File: src/rtl/swmb_pkg.sv
// ---------------------------------------------------------------------------
// swmb_pkg
// Shared types and constants of the sector wall mesh builder.
// ---------------------------------------------------------------------------
`default_nettype none
package swmb_pkg;
	localparam int COORD_BITS_DEF   = 8;
	localparam int TEXTURE_BITS_DEF = 5;
	localparam int ADDR_BITS        = 5;
	localparam int QUEUE_DEPTH      = 2;

	localparam logic [2:0] REG_ORG_X = 3'd0;
	localparam logic [2:0] REG_ORG_Z = 3'd1;
	localparam logic [2:0] REG_EXT_X = 3'd2;
	localparam logic [2:0] REG_EXT_Z = 3'd3;
	localparam logic [2:0] REG_TOP   = 3'd4;
	localparam logic [2:0] REG_TEX   = 3'd5;
	localparam logic [2:0] REG_MAP_W = 3'd6;
	localparam logic [2:0] REG_MAP_D = 3'd7;

	localparam logic OP_START  = 1'b0;
	localparam logic OP_SAMPLE = 1'b1;

	localparam logic [2:0] FACE_FLAT = 3'd0;

	// one queued job: a flat face, or up to two wall quads
	typedef struct packed {
		logic       flat;
		logic       wall_a;     // first quad present
		logic       wall_b;     // second quad present
		logic [1:0] strip;
		logic [7:0] org_a;
		logic [7:0] len_a;
		logic [7:0] diff_a;
		logic [7:0] org_b;
		logic [7:0] diff_b;
		logic [7:0] tallest;    // value after the whole item
	} job_t;

	// per vertex: far end of run, bottom y; index [sel][k]
	function automatic logic wall_far(input logic sel, input logic [2:0] k);
		logic [5:0] t;
		t = sel ? 6'b110010 : 6'b011010;
		return t[k];
	endfunction

	function automatic logic wall_bot(input logic sel, input logic [2:0] k);
		logic [5:0] t;
		t = sel ? 6'b011001 : 6'b110100;
		return t[k];
	endfunction
endpackage
`default_nettype wire

File: src/rtl/swmb_front.sv
// ---------------------------------------------------------------------------
// swmb_front
// Accepts items, tracks the open strip and run, and posts jobs to the queue.
// ---------------------------------------------------------------------------
`default_nettype none
module swmb_front (
	input  wire logic          clk,
	input  wire logic          arst_n,
	input  wire logic          in_valid,
	output logic               in_stall,
	input  wire logic          opcode,
	input  wire logic [1:0]    strip_index,
	input  wire logic [7:0]    neighbor_height,
	input  wire logic [7:0]    org_x,
	input  wire logic [7:0]    org_z,
	input  wire logic [7:0]    ext_x,
	input  wire logic [7:0]    ext_z,
	input  wire logic [7:0]    top,
	input  wire logic [7:0]    map_w,
	input  wire logic [7:0]    map_d,
	output logic               job_valid,
	input  wire logic          job_full,
	output swmb_pkg::job_t     job
);
	import swmb_pkg::*;

	logic [7:0] run_origin_q, run_length_q, strip_position_q, tallest_q;
	logic [8:0] run_diff_q;
	logic [1:0] active_strip_q;

	logic       ew, side, skip, acc, newstrip, first, same, ends;
	logic [7:0] org_f, ext_f, msize, org_v, ext_v;
	logic [8:0] diff, osum;
	logic [8:0] pos1;
	logic [7:0] ro_n, rl_n;
	logic [8:0] rd_n;
	logic       ca, cb;
	logic [7:0] t1, t2;

	assign in_stall = job_full;
	assign acc = in_valid && !job_full;

	always_comb begin
		ew    = strip_index[1];
		side  = strip_index[0];
		org_f = ew ? org_z : org_x;
		ext_f = ew ? ext_z : ext_x;
		msize = ew ? map_d : map_w;
		org_v = ew ? org_x : org_z;
		ext_v = ew ? ext_x : ext_z;
		diff  = {1'b0, top} - {1'b0, neighbor_height};
		osum  = {1'b0, org_f} + {1'b0, ext_f};
		skip  = side ? (org_f == 8'd0) : (osum >= {1'b0, msize});
		newstrip = strip_index != active_strip_q;
		first = newstrip || strip_position_q == 8'd0;
		same  = diff == run_diff_q;
		pos1  = {1'b0, (first ? 8'd0 : strip_position_q)} + 9'd1;
		ends  = pos1 >= {1'b0, ext_v};
		// run broken by this sample
		ca = !first && !same && run_length_q != 8'd0 && !run_diff_q[8]
			&& run_diff_q != 9'd0;
		if (first) begin
			ro_n = org_v; rl_n = 8'd1; rd_n = diff;
		end else if (same) begin
			ro_n = run_origin_q; rl_n = run_length_q + 8'd1; rd_n = run_diff_q;
		end else begin
			ro_n = org_v + strip_position_q; rl_n = 8'd1; rd_n = diff;
		end
		cb = ends && !rd_n[8] && rd_n != 9'd0;
		t1 = (ca && run_diff_q[7:0] > tallest_q) ? run_diff_q[7:0] : tallest_q;
		t2 = (cb && rd_n[7:0] > t1) ? rd_n[7:0] : t1;
	end

	always_ff @(posedge clk or negedge arst_n) begin
		if (!arst_n) begin
			run_origin_q <= '0; run_length_q <= '0; run_diff_q <= '0;
			strip_position_q <= '0; active_strip_q <= '0; tallest_q <= '0;
		end else if (acc) begin
			if (opcode == OP_START) begin
				tallest_q <= '0; strip_position_q <= '0; run_length_q <= '0;
				run_diff_q <= '0; run_origin_q <= '0;
			end else if (!skip) begin
				active_strip_q <= strip_index;
				run_origin_q   <= ro_n;
				run_diff_q     <= rd_n;
				tallest_q      <= t2;
				run_length_q   <= ends ? 8'd0 : rl_n;
				strip_position_q <= ends ? 8'd0 : pos1[7:0];
			end
		end
	end

	always_comb begin
		job.flat    = opcode == OP_START;
		job.wall_a  = opcode == OP_SAMPLE && !skip && ca;
		job.wall_b  = opcode == OP_SAMPLE && !skip && cb;
		job.strip   = strip_index;
		job.org_a   = ca ? run_origin_q : ro_n;
		job.len_a   = ca ? run_length_q : rl_n;
		job.diff_a  = ca ? run_diff_q[7:0] : rd_n[7:0];
		job.org_b   = ro_n;
		job.diff_b  = rd_n[7:0];
		job.tallest = (opcode == OP_START) ? 8'd0 : t2;
		// second quad is a one-sample run
		if (!ca) job.wall_a = job.wall_b && opcode == OP_SAMPLE && !skip;
		if (!ca) job.wall_b = 1'b0;
	end
	assign job_valid = acc && (job.flat || job.wall_a);
endmodule
`default_nettype wire

File: src/rtl/swmb_back.sv
// ---------------------------------------------------------------------------
// swmb_back
// Job queue and vertex sequencer: one registered vertex per unstalled cycle.
// ---------------------------------------------------------------------------
`default_nettype none
module swmb_back #(
	parameter int COORD_BITS   = swmb_pkg::COORD_BITS_DEF,
	parameter int TEXTURE_BITS = swmb_pkg::TEXTURE_BITS_DEF
) (
	input  wire logic                    clk,
	input  wire logic                    arst_n,
	input  wire logic                    job_valid,
	output logic                         job_full,
	input  wire swmb_pkg::job_t          job,
	input  wire logic [7:0]              org_x,
	input  wire logic [7:0]              org_z,
	input  wire logic [7:0]              ext_x,
	input  wire logic [7:0]              ext_z,
	input  wire logic [7:0]              top,
	input  wire logic [TEXTURE_BITS-1:0] tex,
	output logic                         out_valid,
	input  wire logic                    out_stall,
	output logic [7:0]                   vert_x,
	output logic [7:0]                   vert_y,
	output logic [7:0]                   vert_z,
	output logic [7:0]                   face_attr,
	output logic                         last_vertex,
	output logic [7:0]                   biggest_height
);
	import swmb_pkg::*;

	localparam logic [COORD_BITS-1:0] CMASK = '1;

	job_t       q_mem [QUEUE_DEPTH];
	logic       wp_q, rp_q;
	logic [1:0] cnt_q;
	logic [2:0] k_q;
	logic       quad_q;   // 0 first group, 1 second
	job_t       h;
	logic       pop, adv, push;

	assign job_full = cnt_q == 2'(QUEUE_DEPTH);
	assign push = job_valid && !job_full;
	assign h = q_mem[rp_q];
	assign adv = cnt_q != 2'd0 && (!out_valid || !out_stall);

	logic       lastk, lastgrp;
	logic       ew, side, sel, far_s, bot_s;
	logic [7:0] fixed, o, l, d, nearv, farv, var_c, y, bot, fx, fz, cx, cy, cz;
	logic [2:0] id;

	function automatic logic [7:0] cm(input logic [7:0] v);
		return v & 8'(CMASK);
	endfunction

	always_comb begin
		lastk   = k_q == 3'd5;
		lastgrp = h.flat || !h.wall_b || quad_q;
		pop     = adv && lastk && lastgrp;
		ew   = h.strip[1];
		side = h.strip[0];
		sel  = side ^ ew;
		o = quad_q ? h.org_b : h.org_a;
		l = quad_q ? 8'd1 : h.len_a;
		d = quad_q ? h.diff_b : h.diff_a;
		if (ew) fixed = side ? org_z : org_z + ext_z;
		else    fixed = side ? org_x : org_x + ext_x;
		nearv = o;
		farv  = o + l;
		bot   = top - d;
		far_s = wall_far(sel, k_q);
		bot_s = wall_bot(sel, k_q);
		var_c = far_s ? farv : nearv;
		y     = bot_s ? bot : top;
		id    = 3'd1 + {2'b0, ew} + (side ? 3'd2 : 3'd0);
		fx = org_x + ext_x;
		fz = org_z + ext_z;
		if (h.flat) begin
			cy = top;
			case (k_q)
				3'd0: begin cx = org_x; cz = fz; end
				3'd1: begin cx = fx; cz = org_z; end
				3'd2: begin cx = org_x; cz = org_z; end
				3'd3: begin cx = org_x; cz = fz; end
				3'd4: begin cx = fx; cz = fz; end
				default: begin cx = fx; cz = org_z; end
			endcase
		end else begin
			cy = y;
			cx = ew ? var_c : fixed;
			cz = ew ? fixed : var_c;
		end
	end

	always_ff @(posedge clk) begin
		if (push) q_mem[wp_q] <= job;
		if (adv) begin
			vert_x <= cm(cx);
			vert_y <= cy;
			vert_z <= cm(cz);
			face_attr <= {8'(tex) << 3} | {5'd0, h.flat ? FACE_FLAT : id};
			last_vertex <= lastk && lastgrp;
			biggest_height <= h.tallest;
		end
	end

	always_ff @(posedge clk or negedge arst_n) begin
		if (!arst_n) begin
			wp_q <= 1'b0; rp_q <= 1'b0; cnt_q <= '0; k_q <= '0; quad_q <= 1'b0;
			out_valid <= 1'b0;
		end else begin
			if (push) wp_q <= ~wp_q;
			if (pop) rp_q <= ~rp_q;
			cnt_q <= cnt_q + 2'(push) - 2'(pop);
			if (adv) begin
				out_valid <= 1'b1;
				if (lastk) begin
					k_q <= '0;
					quad_q <= lastgrp ? 1'b0 : 1'b1;
				end else k_q <= k_q + 3'd1;
			end else if (!out_stall) out_valid <= 1'b0;
		end
	end

	a_cnt: assert property (@(posedge clk) disable iff (!arst_n)
		cnt_q <= 2'(QUEUE_DEPTH)) else $error("queue overflow");
	a_k: assert property (@(posedge clk) disable iff (!arst_n)
		k_q <= 3'd5) else $error("vertex index out of range");
	a_hold: assert property (@(posedge clk) disable iff (!arst_n)
		out_valid && out_stall |=> $stable(vert_x) && $stable(last_vertex))
		else $error("output changed under stall");
endmodule
`default_nettype wire

File: src/rtl/sector_wall_mesh_builder_unit.sv
// ---------------------------------------------------------------------------
// sector_wall_mesh_builder_unit
// Emits top face and wall quads of a heightmap sector as vertex words.
// ---------------------------------------------------------------------------
// channel | direction | handshake        | payload
// in      | input     | in_valid/stall   | opcode, strip_index, neighbor_height
// out     | output    | out_valid/stall  | vert_xyz, face_attr, last, biggest
// cfg     | input     | APB write/read   | eight registers at 4*i
// Each quad or flat face is six vertices at one vertex per unstalled cycle;
// a sample closing two runs gives twelve. The vertex sequencer sets the rate.
// The front takes a word whenever the two-entry job queue has room.
// Reset clears queue, sequencer and run state; registers reset to defaults.
`default_nettype none
module sector_wall_mesh_builder_unit #(
	parameter int COORD_BITS   = swmb_pkg::COORD_BITS_DEF,
	parameter int TEXTURE_BITS = swmb_pkg::TEXTURE_BITS_DEF
) (
	input  wire logic        clk,
	input  wire logic        arst_n,
	input  wire logic        in_valid,
	output logic             in_stall,
	input  wire logic        opcode,
	input  wire logic [1:0]  strip_index,
	input  wire logic [7:0]  neighbor_height,
	output logic             out_valid,
	input  wire logic        out_stall,
	output logic [7:0]       vert_x,
	output logic [7:0]       vert_y,
	output logic [7:0]       vert_z,
	output logic [7:0]       face_attr,
	output logic             last_vertex,
	output logic [7:0]       biggest_height,
	input  wire logic        psel,
	input  wire logic        penable,
	input  wire logic        pwrite,
	input  wire logic [swmb_pkg::ADDR_BITS-1:0] paddr,
	input  wire logic [31:0] pwdata,
	output logic [31:0]      prdata,
	output logic             pready
);
	import swmb_pkg::*;

	logic [7:0] org_x_q, org_z_q, ext_x_q, ext_z_q, top_q, map_w_q, map_d_q;
	logic [TEXTURE_BITS-1:0] tex_q;
	logic [2:0] ridx;
	logic job_valid, job_full;
	job_t job;

	assign pready = 1'b1;
	assign ridx = paddr[4:2];

	always_ff @(posedge clk or negedge arst_n) begin
		if (!arst_n) begin
			org_x_q <= '0; org_z_q <= '0; ext_x_q <= 8'd1; ext_z_q <= 8'd1;
			top_q <= '0; tex_q <= '0; map_w_q <= 8'd255; map_d_q <= 8'd255;
		end else if (psel && penable && pwrite && paddr[1:0] == 2'b00) begin
			unique case (ridx)
				REG_ORG_X: org_x_q <= pwdata[7:0];
				REG_ORG_Z: org_z_q <= pwdata[7:0];
				REG_EXT_X: ext_x_q <= pwdata[7:0];
				REG_EXT_Z: ext_z_q <= pwdata[7:0];
				REG_TOP:   top_q   <= pwdata[7:0];
				REG_TEX:   tex_q   <= pwdata[TEXTURE_BITS-1:0];
				REG_MAP_W: map_w_q <= pwdata[7:0];
				REG_MAP_D: map_d_q <= pwdata[7:0];
				default: ;
			endcase
		end
	end

	always_comb begin
		unique case (ridx)
			REG_ORG_X: prdata = {24'd0, org_x_q};
			REG_ORG_Z: prdata = {24'd0, org_z_q};
			REG_EXT_X: prdata = {24'd0, ext_x_q};
			REG_EXT_Z: prdata = {24'd0, ext_z_q};
			REG_TOP:   prdata = {24'd0, top_q};
			REG_TEX:   prdata = 32'(tex_q);
			REG_MAP_W: prdata = {24'd0, map_w_q};
			default:   prdata = {24'd0, map_d_q};
		endcase
	end

	swmb_front u_front (
		.clk, .arst_n, .in_valid, .in_stall, .opcode, .strip_index, .neighbor_height,
		.org_x(org_x_q), .org_z(org_z_q), .ext_x(ext_x_q), .ext_z(ext_z_q),
		.top(top_q), .map_w(map_w_q), .map_d(map_d_q),
		.job_valid, .job_full, .job
	);

	swmb_back #(.COORD_BITS(COORD_BITS), .TEXTURE_BITS(TEXTURE_BITS)) u_back (
		.clk, .arst_n, .job_valid, .job_full, .job,
		.org_x(org_x_q), .org_z(org_z_q), .ext_x(ext_x_q), .ext_z(ext_z_q),
		.top(top_q), .tex(tex_q),
		.out_valid, .out_stall, .vert_x, .vert_y, .vert_z, .face_attr,
		.last_vertex, .biggest_height
	);
endmodule
`default_nettype wire
File: config.mk
export PLATFORM = sky130hd
export DESIGN_NAME = sector_wall_mesh_builder_unit
export DESIGN_NICKNAME = d
export VERILOG_FILES = /design/src/rtl/swmb_pkg.sv /design/src/rtl/swmb_front.sv /design/src/rtl/swmb_back.sv /design/src/rtl/sector_wall_mesh_builder_unit.sv
export SDC_FILE = /design/constraint.sdc
export NUM_CORES = 1
export LEC_CHECK = 0
export ABC_CLOCK_PERIOD_IN_PS = 9100
export BUFFER_PORTS_ARGS = -buffer_cell sky130_fd_sc_hd__clkbuf_2
export CAP_MARGIN = 15
export CORE_AREA = 2 2 178 180
export CTS_BUF_LIST = sky130_fd_sc_hd__clkbuf_8
export CTS_CLUSTER_DIAMETER = 150
export DETAILED_ROUTE_END_ITERATION = 10
export DIE_AREA = 0 0 180 182
export PLACE_DENSITY = 0.71
export SLEW_MARGIN = 20
export SYNTH_ARGS = -nofsm -noshare
export SYNTH_HDL_FRONTEND = slang
export SYNTH_SLANG_ARGS = --single-unit
File: constraint.sdc
create_clock -name clk -period 9.1 [get_ports clk]
set_clock_uncertainty 0.15 [all_clocks]
set_input_delay 1.82 -clock clk [delete_from_list [all_inputs] [get_ports clk]]
set_output_delay 1.82 -clock clk [all_outputs]
set_load 0.05 [all_outputs]
**Word-level counts from Yosys, hierarchy flattened**

Memory sizes are Yosys's and may differ from the RTL's.
Cells that the tools add are included.

- Add/sub/neg operators: 14
- $lt $le $gt $ge: 5
- Equality and inequality tests: 16
- Muxes and demuxes: 63
- Bitwise operators: 6
- Reduce and logical (&&, ||, !) cells: 59

Operator list:

| operator | number |
|---|---|
| $mux W8 | 41 |
| $pmux W8 S7 | 1 |
| $mux W9 | 4 |
| $add A8 B8 Y8 | 4 |
| $logic_and A1 B1 Y1 | 23 |
| $reduce_and A2 Y1 | 10 |
| $eq A3 B3 Y1 const B | 6 |
| $ge A9 B8 Y1 | 2 |
| $reduce_bool A9 Y1 | 2 |
| $gt A8 B8 Y1 | 2 |
| $logic_not A8 Y1 | 2 |
| $eq A3 B2 Y1 const B | 4 |
| $mux W6 | 2 |
| $mux W1 | 10 |
| $add A8 B1 Y9 const B | 1 |
| $add A8 B8 Y9 | 1 |
| $eq A9 B9 Y1 | 1 |
| $logic_not A1 Y1 | 9 |
| $sub A8 B8 Y9 | 1 |
| $add A8 B1 Y8 const B | 1 |
| $or A8 B3 Y8 | 1 |
| $reduce_bool A8 Y1 | 1 |
| $sub A8 B8 Y8 | 1 |
| $bmux W1 S3 | 2 |
| other kinds (21) | 31 |

- Register bits: 154
- Memory bits (writable): 106
- Input bits: 55
- Output and inout port bits: 76
- Word-level logic and storage cells: 190
- Memories: 1

Memories:

| name | words | width | read ports | clocked after memory_dff | wr ports | line | source |
|---|---|---|---|---|---|---|---|
| u_back.q_mem | 2 | 53 | 1 | 0 | 1 | swmb_back.sv:34 | `job_t q_mem [QUEUE_DEPTH];` |

**Longest topological paths before layout**

Gate-level depths: netlist of the first run.

- Depth in word-level cells: 16
- Gate-level depth with buffers: 24
- Depth with buffers taken out: 21

**Hierarchy**

From an unflattened synthesis of the first run, not the netlist that was laid out.

- Cell total of the unflattened synthesis: 1,406
- Area total of the unflattened synthesis: 15,900.2 um^2

By module, submodules not included:

| module | times used | cells each | area each (um^2) | seq. area each (um^2) |
|---|---|---|---|---|
| swmb_back | 1 | 488 | 7,354.6 | 4,579.4 |
| swmb_front | 1 | 670 | 5,464.0 | 1,076.0 |
| sector_wall_mesh_builder_unit | 1 | 248 | 3,081.7 | 1,549.0 |

**Worst setup path before layout of the first run**

No wires, ideal clock.

- Path type: input to register
- Start point: input strip_index[1]
- End point: memory u_back.q_mem[0][0] in the netlist's numbering, enable pin
- Library setup time: 0.462 ns
- Arrival time: 8.071 ns
- Data required time: 8.488 ns
- Slack: 0.418 ns
- Stages: 19
- Buffers on the path: 3
- Cells stage by stage: clkbuf_1 clkbuf_1 buf_1 o21ai_0 ha_1 a21o_1 a21oi_1 o21bai_1 a21oi_1 o21bai_1 a21oi_1 xnor2_1 ha_1 a2111oi_0 a31oi_1 or3_1 a21o_1 a31o_2 nor2_1

- Word-level cells in the longest chain between the ends: 16
- Elaborated cells between the ends (all ways): 35
- Classes of those cells: add/sub: 2; order compare: 2; eq/ne: 1; mux: 10; reduce/logical: 20

Ends and longest elaborated chain:

| item | line | source |
|---|---|---|
| start, declared | sector_wall_mesh_builder_unit.sv:23 | `input wire logic [1:0] strip_index,` |
| $ne A2 B2 Y1 | swmb_front.sv:54 | `newstrip = strip_index != active_strip_q;` |
| $logic_or A1 B1 Y1 | swmb_front.sv:55 | `first = newstrip \|\| strip_position_q == 8'd0;` |
| $mux W8 | swmb_front.sv:57 | `pos1 = {1'b0, (first ? 8'd0 : strip_position_q)} + 9'd1;` |
| $add A8 B1 Y9 | swmb_front.sv:57 |  |
| $ge A9 B8 Y1 | swmb_front.sv:58 | `ends = pos1 >= {1'b0, ext_v};` |
| $logic_and A1 B1 Y1 (2 in a row) | swmb_front.sv:69 | `cb = ends && !rd_n[8] && rd_n != 9'd0;` |
| $logic_and A1 B1 Y1 | swmb_front.sv:96 | `job.wall_b = opcode == OP_SAMPLE && !skip && cb;` |
| $logic_and A1 B1 Y1 (2 in a row) | swmb_front.sv:105 | `if (!ca) job.wall_a = job.wall_b && opcode == OP_SAMPLE && !skip;` |
| $mux W1 * | swmb_front.sv:105 |  |
| $logic_or A1 B1 Y1 * | swmb_front.sv:108 | `assign job_valid = acc && (job.flat \|\| job.wall_a);` |
| $logic_and A1 B1 Y1 * | swmb_front.sv:108 |  |
| $logic_and A1 B1 Y1 * | swmb_back.sv:43 | `assign push = job_valid && !job_full;` |
| $mux W1 * | swmb_back.sv:96 | `if (push) q_mem[wp_q] <= job;` |
| $mux W1 (implied by the code) * | swmb_back.sv:96 |  |
| end, declared | swmb_back.sv:34 |  |

Mark *: on every way between the ends. The rest lies on a longest branch, timed or not.

**Worst setup path in the final report of the first run**

- Start point: input strip_index[1]
- End point: register u_front.tallest_q[7]

- Word-level cells in the longest chain between the ends: 14
- Elaborated cells between the ends (all ways): 32
- Classes of those cells: add/sub: 2; order compare: 3; eq/ne: 2; mux: 11; reduce/logical: 14

Ends and longest elaborated chain:

| item | line | source |
|---|---|---|
| branches (longest 14 deep; another with $add A8 B1 Y9) | -- |  |
| end signal, assigned | swmb_front.sv:86 | `tallest_q <= t2;` |
| end, declared | swmb_front.sv:27 | `logic [7:0] run_origin_q, run_length_q, strip_position_q, tallest_q;` |

Several ways; the timed one is not identified. The select of a mux whose other input is x is not followed.
A chain may end at the register's enable or synchronous reset.

==> run metrics, run 1 <==
post-synthesis cell count 1312; cell taking the most area after synthesis edfxtp_1; CTS max path bufs 3; Layout area overhead 10.8%; via-per-instance ratio 5.90; worst stage delay on the critical path 0.70 ns; worst-margin pin slew 1.04 ns; vias in the first global route 10900; clock latency on the worst-skew pair 0.57 ns; Leak 7.31 nW; GR Overflow Total 0; synth cell count leaders 145 x edfxtp_1, 105 x mux2_2, 95 x dfrtp_1, 95 x ha_1, 81 x nand2_1; final core utilization 54.5%; CP Cell Sequence clkbuf_2, xnor2_1, nand2_1, a21oi_1, nand3_1, a221oi_2, nor2b_1, mux2i_1, ha_1, a21oi_1, o21ai_0, mux2i_1, a211o_1, a21oi_1, nand2_1, nand2_1, o221ai_1; MaxCap Viol Count 0; Final Hold Viols 0; Async SR Flop Fraction 43.8%; placer congestion estimate 0.895; Total Nets Final 1560; Main synth FF type edfxtp_1; Routed Antenna Nets 0; TritonCTS clock tree done; top-area cell type share of the netlist area 28.6%; Slew HR 30.4%; ratio of cells with drive above 1 in the final layout 22.7%; cts repair resizes 0; WL/cell 20.7 µm; Core Rows 65; Worst-path clk slew 0.06 ns; slowest stage cell, crit path nor2b_1; CTS Root Cell clkbuf_8; Synth warnings 0; mean post-synth cell area 11.6 µm²; CP Capture Type register; critical path arrival 7.50 ns; die width 180 µm; total number of vias 10900; Netlist cell types 72; Worst Setup Start Kind input pin; final setup fails 0; worst path bufs/invs 1; pin count of the biggest net entering global routing 67; Worst Hold Depth 0; dpl hpwl 27.0 mm; status finished, final reports clean; max-slew violations 0; clock sinks 258; VDD IR max 0.153 mV; Final Cycle Share 79.5%; Num CTS Buffers 45; Max FO, Critical Path 37; most numerous cell in the Yosys netlist edfxtp_1; PortBufs 81; mapped cell area 15200 µm²; unrepaired setup endpoints after global routing no; worst reg2reg path depth 18; Post CTS Setup Buffer Count 0; htree depth 2; Die ar. 32800 µm²; Worst Hold Margin 0.326 ns; sequential-to-total area share from yosys stat 47.3%; Worst EP required 9.36 ns; Worst path top cell family by delay simple AND/OR/NAND/NOR gates; type of the tightest min-delay check register to register; Post-Route WL 38.0 mm; Seq cells post-synth 258; Post-synth EDFFs 145; Die Y 182 µm; global-route wire length before repair 61.0 mm; Initial Utilization 49.2%; I/O pin cnt 131; setup TNS 0 ns; CP Class input pin to register; largest cells by area after synthesis edfxtp_1 29%, dfrtp_1 16%, ha_1 7.8%; total iterations of the first detailed-routing run 5; PwrDens 270 nW/µm²; DR iter-0 viols 924; DRC errors left 0; final antenna diode count 0; area of the core 31000 µm²; Crit path depth 17; achievable frequency 0.138 GHz; All-Layer GR Usage 23.7%; initial antenna violation count 0; Post-CTS Hold Buffers 0; Period minus WS final 7.23 ns
area by class of cell:
class	instances	area (µm²)
Fill cell	2589	14100
Multi-Input combinational cell	934	7510
Sequential cell	258	7210
Clock buffer	49	674
Tap cell	402	503
Timing Repair Buffer	93	498
Inverter	71	267
Clock inverter	35	230
final timing paths:
check,startpoint,endpoint,slack [ns]
setup / recovery,strip_index[1],u_front.tallest_q[7],1.87
hold / removal,tex_q[2],u_back.face_attr[5],0.33
setup reg to reg,top_q[1],u_front.tallest_q[7],3.20
hold reg to reg,tex_q[2],u_back.face_attr[5],0.33
max in group asynchronous,arst_n,ext_z_q[4],6.27
min in group asynchronous,arst_n,u_front.run_length_q[4],1.17
registers in the layout (all words and copies together) (netlist names), 2 cells and up:
signal	cells
u_back.q_mem	104
u_front.run_diff_q	9
ext_x_q	8
ext_z_q	8
map_d_q	8
map_w_q	8
org_x_q	8
org_z_q	8
top_q	8
u_back.biggest_height	8
u_back.face_attr	8
u_back.vert_x	8
u_back.vert_y	8
u_back.vert_z	8
u_front.run_length_q	8
u_front.run_origin_q	8
u_front.strip_position_q	8
u_front.tallest_q	8
tex_q	5
u_back.k_q	3
u_back.cnt_q	2
u_front.active_strip_q	2
routing by layer:
metal  global-route usage (%)  wire [µm]
met5                        0          0
met4                     7.90       1030
met3                     3.15       2260
met2                     37.6      17800
met1                     33.6      17000
power breakdown:
group	internal (W)	total (W)	switching [W]
logic	0.000635	0.00184	0.00121
clock network	0.000562	0.00105	0.000493
registers	0.00151	0.00166	0.000146
total	0.00271	0.00455	0.00184
layout by cell type (no fill, tap or decap), types with 37 or more instances in the layout:
| cell type | n |
|---|---|
| a21oi_1 | 57 |
| nor2_1 | 74 |
| o21ai_0 | 69 |
| dfrtp_1 | 94 |
| mux2i_1 | 53 |
| nand2_1 | 81 |
| inv_1 | 81 |
| clkbuf_8 | 49 |
| mux2_2 | 105 |
| xnor2_1 | 37 |
| clkbuf_2 | 80 |
| ha_1 | 95 |
| edfxtp_1 | 145 |
cell families after synthesis:
kind of cell | Yosys count | share of synthesized area, %
other | 2 | 0.0493
adders and majority gates | 102 | 8.72
buffers and inverters | 143 | 4.28
AOI/OAI and AO/OA | 285 | 12.7
muxes | 178 | 14.1
xor gates and xnor gates | 60 | 3.86
and+or+nand+nor | 284 | 9.04
DFF | 258 | 47.3
metrics by stage:
step,worst slack [ns],total power [W],instance area (µm²),std cells
after floorplan,0.418,0.00304,15300,1335
after global routing,1.43,0.00482,16900,1842
final,1.87,0.00455,16900,1842
after global placement,1.49,0.00346,16000,1758
after detailed placement,1.39,0.00351,16000,1758
after CTS,1.97,0.00457,16900,1842
(Power assumes the default switching activity.)
==> inputs of run 2 (changes only) <==
ABC_CLOCK_PERIOD_IN_PS = 7120   (was 9100)
clock period = 7.12 ns   (was 9.1 ns; I/O delays follow)
==> run 2 against run 1 <==
- cell area is 0.98% higher
- critical path depth is 4 higher
- final cell count is 0.65% higher
- combinational power is 29% higher
- sequential cell count stayed put
- non-clock buffer count is 10 higher
- via count is 0.26% higher
- first-iteration DRC count is 6.5% higher
- critical endpoint is now u_front.tallest_q[5]
==> run metrics, run 2 (synthesized netlist as in run 1, its figures left out) <==
cts repair resizes 0; placed cells 1768; critical path arrival 6.36 ns; vias in the first global route 10700; total number of vias 10900; final setup fails 0; Final Hold Viols 0; global-route wire length before repair 60.3 mm; unrepaired setup endpoints after global routing no; All-Layer GR Usage 23.5%; clock group share of total power 24.2%; GR Overflow Total 0; Routed Antenna Nets 0; Sw Pwr 0.00238 W; Leak 7.42 nW; Die Y 182 µm; Total Nets Final 1571; commonest non-fill, non-tap cell in the layout edfxtp_1; most frequent cells in the layout 145 x edfxtp_1, 105 x mux2_2, 95 x ha_1, 94 x dfrtp_1, 88 x inv_1; Max FO, Critical Path 17; Worst-path clk slew 0.06 ns; most frequent CP cell nand2_1; Layout area overhead 11.8%; Worst EP required 7.39 ns; CP Cell Sequence clkbuf_2, ha_1, fa_1, xor2_2, inv_1, xnor2_1, o211ai_1, a2111o_1, nor4b_4, nor2b_1, buf_4, mux2i_1, ha_1, nand2_1, o21ai_0, mux2i_1, a211o_1, a21oi_1, nand2_1, nand2_1, o221ai_1; Post-CTS Hold Buffers 0; HP Start tex_q[1]; CP Capture Type register; initial antenna violation count 0; status finished, final reports clean; final antenna diode count 0; most flop-heavy register u_back.q_mem; Initial Utilization 49.2%; slowest stage cell, crit path a2111o_1; die width 180 µm; MaxCap Viol Count 0; htree depth 2; placer congestion estimate 0.900; launching point of the worst reg2reg path top_q[0]; Num CTS Buffers 46; via-per-instance ratio 5.88; PwrDens 349 nW/µm²; CTS Root Cell clkbuf_8; biggest regs u_back.q_mem (104), u_front.run_diff_q (9); achievable frequency 0.164 GHz; Die ar. 32800 µm²; internal power component 0.00357 W; VDD IR max 0.160 mV; Worst Setup SP neighbor_height[0]; Period minus WS final 6.09 ns; pin count of the biggest net entering global routing 72; logic gate share of total power 39.7%; dpl hpwl 27.4 mm; Sw Share 40.0%; worst path bufs/invs 3; sequential power share 36.1%; Core Rows 65; final core utilization 55.0%; Worst Hold Margin 0.334 ns; total iterations of the first detailed-routing run 5; CP Class input pin to register; Final Cycle Share 85.5%; DRC errors left 0; type of the tightest min-delay check register to register; worst stage delay on the critical path 0.48 ns; worst-margin pin slew 0.964 ns; area of the core 31000 µm²; I/O pin cnt 131; clock sinks 258; PortBufs 81; Worst path top cell family by delay compound AO/OA/AOI/OAI gates; WL/cell 20.8 µm; ratio of cells with drive above 1 in the final layout 23.1%; TritonCTS clock tree done; max-slew violations 0; max reg flops 104; Slew HR 35.7%; Cell Count, Final, Fillers Out 1854; DR iter-0 viols 984; Fillers 2573; Post CTS Setup Buffer Count 0; Worst Setup Start Kind input pin; clock latency on the worst-skew pair 0.58 ns; Post-Route WL 38.6 mm; CTS max path bufs 3
[run 2: cell types whose count changed in the layout (fill, tap and decap cells not counted), sizes merged]
cell / before / now
clkinv: 22 / 14
bufinv: 2 / 5
buf: 13 / 23
clkbuf: 129 / 128
inv: 81 / 89
[run 2: metrics by stage]
step	setup TNS [ns]	setup WS (ns)	cell area [µm²]	total power, W
floorplan	-31.05	-0.299	15300	0.00388
CTS	0	1.14	17000	0.00597
finish	0	1.03	17000	0.00596
detailed placement	0	0.546	16100	0.00451
global route	0	0.656	17000	0.00627
global placement	0	0.614	16100	0.00444
[run 2: routing by layer]
metal / wire length [µm] / track usage, %
met1: 17100 / 31.9
met2: 17600 / 37.5
met3: 2710 / 4.77
met4: 1220 / 8.85
met5: 0 / 0
[run 2: power by group through the flow]
stage	combinational, W	sequential (W)	clock [W]
after floorplan	0.00140	0.00248	0
after global placement	0.00227	0.00216	0
after detailed placement	0.00234	0.00218	0
after CTS	0.00235	0.00215	0.00147
after global routing	0.00256	0.00218	0.00153
final	0.00237	0.00215	0.00144
[run 2: cell type report]
class                      count  area (µm²)  area share, %
multi-input combinational    934        7510           44.0
sequential                   258        7210           42.3
inverter                      71         267           1.56
tap                          402         503           2.95
clock inverter                38         297           1.74
timing repair buffer         103         611           3.58
clock buffer                  48         661           3.87
[run 2: path summary, 6_finish.rpt]
path	to	slack, ns	cells after the start
worst max-delay path	u_front.tallest_q[5]	1.03	21
worst min register to register	u_back.face_attr[4]	0.33	0
worst max register to register	u_front.tallest_q[5]	1.30	21
worst min-delay path	u_back.face_attr[4]	0.33	0
min in group asynchronous	u_front.run_length_q[5]	0.74	1
max in group asynchronous	ext_x_q[6]	4.62	2
==> inputs of run 3 (changes only) <==
MAX_ROUTING_LAYER = met4   (was unset)
==> run 3 against run 2 <==
- die area unchanged
- global-route usage is 0.41 points higher
- critical endpoint is now u_front.tallest_q[2]
- sequential share of layout area grew 0.30 points
- critical path type unchanged
- sequential power hardly changed
- register-to-register slack better by 0.04 ns
- sequential cell count stayed put
- critical path depth did not move
- largest power group unchanged
==> run metrics, run 3 (synthesized netlist as in run 1, its figures left out) <==
final antenna diode count 0; slowest stage cell, crit path a2111o_1; Worst EP required 7.37 ns; Num CTS Buffers 45; Leak 7.34 nW; area of the core 31000 µm²; PwrDens 341 nW/µm²; Worst Hold Depth 0; Final Cycle Share 85.3%; CTS max path bufs 3; placed cells 1768; die width 180 µm; All-Layer GR Usage 23.9%; worst reg2reg path depth 21; htree depth 2; Slew HR 41.0%; PortBufs 81; initial antenna violation count 0; GR Overflow Total 0; clock latency on the worst-skew pair 0.58 ns; placer congestion estimate 0.921; unrepaired setup endpoints after global routing no; total number of vias 10900; clock sinks 258; Core Rows 65; Hold Path End u_back.face_attr[4]; CP Cell Sequence clkbuf_2, ha_1, fa_1, nand2b_1, a21oi_1, xnor3_1, a2111o_1, nor4b_4, nor2b_1, buf_4, mux2i_1, buf_4, ha_1, nand2_1, o21ai_0, mux2i_1, a211o_1, a21oi_1, nand2_1, nand2_1, o221ai_1; achievable frequency 0.165 GHz; R2R Path End u_front.tallest_q[2]; commonest non-fill, non-tap cell in the layout edfxtp_1; Worst Setup SP neighbor_height[0]; status finished, final reports clean; Cell Count, Final, Fillers Out 1848; Final Hold Viols 0; total iterations of the first detailed-routing run 5; Die Y 182 µm; DR iter-0 viols 931; final setup fails 0; CP Capture Type register; pin count of the biggest net entering global routing 64; biggest regs u_back.q_mem (104), u_front.run_diff_q (9); type of the tightest min-delay check register to register; Layout area overhead 11.1%; Fillers 2634; Period minus WS final 6.07 ns; Total Nets Final 1570; most frequent cells in the layout 145 x edfxtp_1, 105 x mux2_2, 95 x ha_1, 94 x dfrtp_1, 82 x inv_1; worst stage delay on the critical path 0.44 ns; HP Start tex_q[1]; TritonCTS clock tree done; Die ar. 32800 µm²; via-per-instance ratio 5.87; CP Class input pin to register; R2R Setup Slk 1.34 ns; Max FO, Critical Path 17; critical path arrival 6.32 ns; WL/cell 20.6 µm; Post CTS Setup Buffer Count 0; DRC errors left 0; most frequent CP cell nand2_1; Worst Setup Start Kind input pin; launching point of the worst reg2reg path top_q[0]; VDD IR max 0.168 mV; global-route wire length before repair 59.8 mm; Routed Antenna Nets 0; Worst-path clk slew 0.06 ns; vias in the first global route 10700; dpl hpwl 27.1 mm; total chip power 0.00578 W; worst-margin pin slew 0.878 ns; CTS Root Cell clkbuf_8; max reg flops 104; max-slew violations 0; ratio of cells with drive above 1 in the final layout 23.0%; Worst Hold Margin 0.329 ns; Post-Route WL 38.0 mm; Post-CTS Hold Buffers 0; cts repair resizes 0; I/O pin cnt 131; most flop-heavy register u_back.q_mem; Initial Utilization 49.2%; MaxCap Viol Count 0
[run 3: final cells by class]
cell class | count | area, µm² | area share [%]
sequential | 258 | 7210 | 42.6
clock buffer | 46 | 633 | 3.74
inverter | 71 | 267 | 1.57
multi-input combinational | 934 | 7510 | 44.3
tap | 402 | 503 | 2.97
timing repair buffer | 103 | 611 | 3.61
clock inverter | 34 | 205 | 1.21
[run 3: how the worst max path moves through the flow]
| stage | endpoint | cells after the start |
|---|---|---|
| floorplan | u_back.q_mem[0][0] | 19 |
| global placement | u_front.tallest_q[6] | 19 |
| detailed placement | u_front.tallest_q[2] | 21 |
| CTS | u_front.tallest_q[2] | 21 |
| global route | u_front.tallest_q[2] | 19 |
| finish | u_front.tallest_q[2] | 21 |
[run 3: stage by stage]
stage,cell area (µm²),setup WS (ns),util (%),setup TNS (ns)
after floorplan,15300,-0.299,-,-31.05
after global placement,16100,0.637,51.9,0
after detailed placement,16100,0.539,51.9,0
after CTS,16900,1.14,54.6,0
after global routing,16900,0.612,54.6,0
final,16900,1.05,54.6,0
[run 3: critical path, delay by kind of cell]
family	cells	cell delay, ns
compound gates	6	1.63
xor+xnor	1	0.27
fa+ha+maj	3	0.92
buf+inv	3	0.47
mux	2	0.23
simple gates	6	1.39
[run 3: where the power goes]
| group | leakage, nW | switching, W | internal, W | total (W) |
|---|---|---|---|---|
| clock network | 0.476 | 0.000620 | 0.000677 | 0.00130 |
| registers | 2.83 | 0.000238 | 0.00193 | 0.00217 |
| logic | 4.04 | 0.00149 | 0.000823 | 0.00231 |
[run 3: metal layers]
| metal | vias to the layer above | share of wire (%) | track usage [%] |
|---|---|---|---|
| li1 | 5025 | - | - |
| met1 | 5359 | 44 | 32.6 |
| met2 | 387 | 46 | 37.0 |
| met3 | 80 | 6.7 | 3.71 |
| met4 | 0 | 2.8 | 7.74 |
| met5 | - | 0 | - |
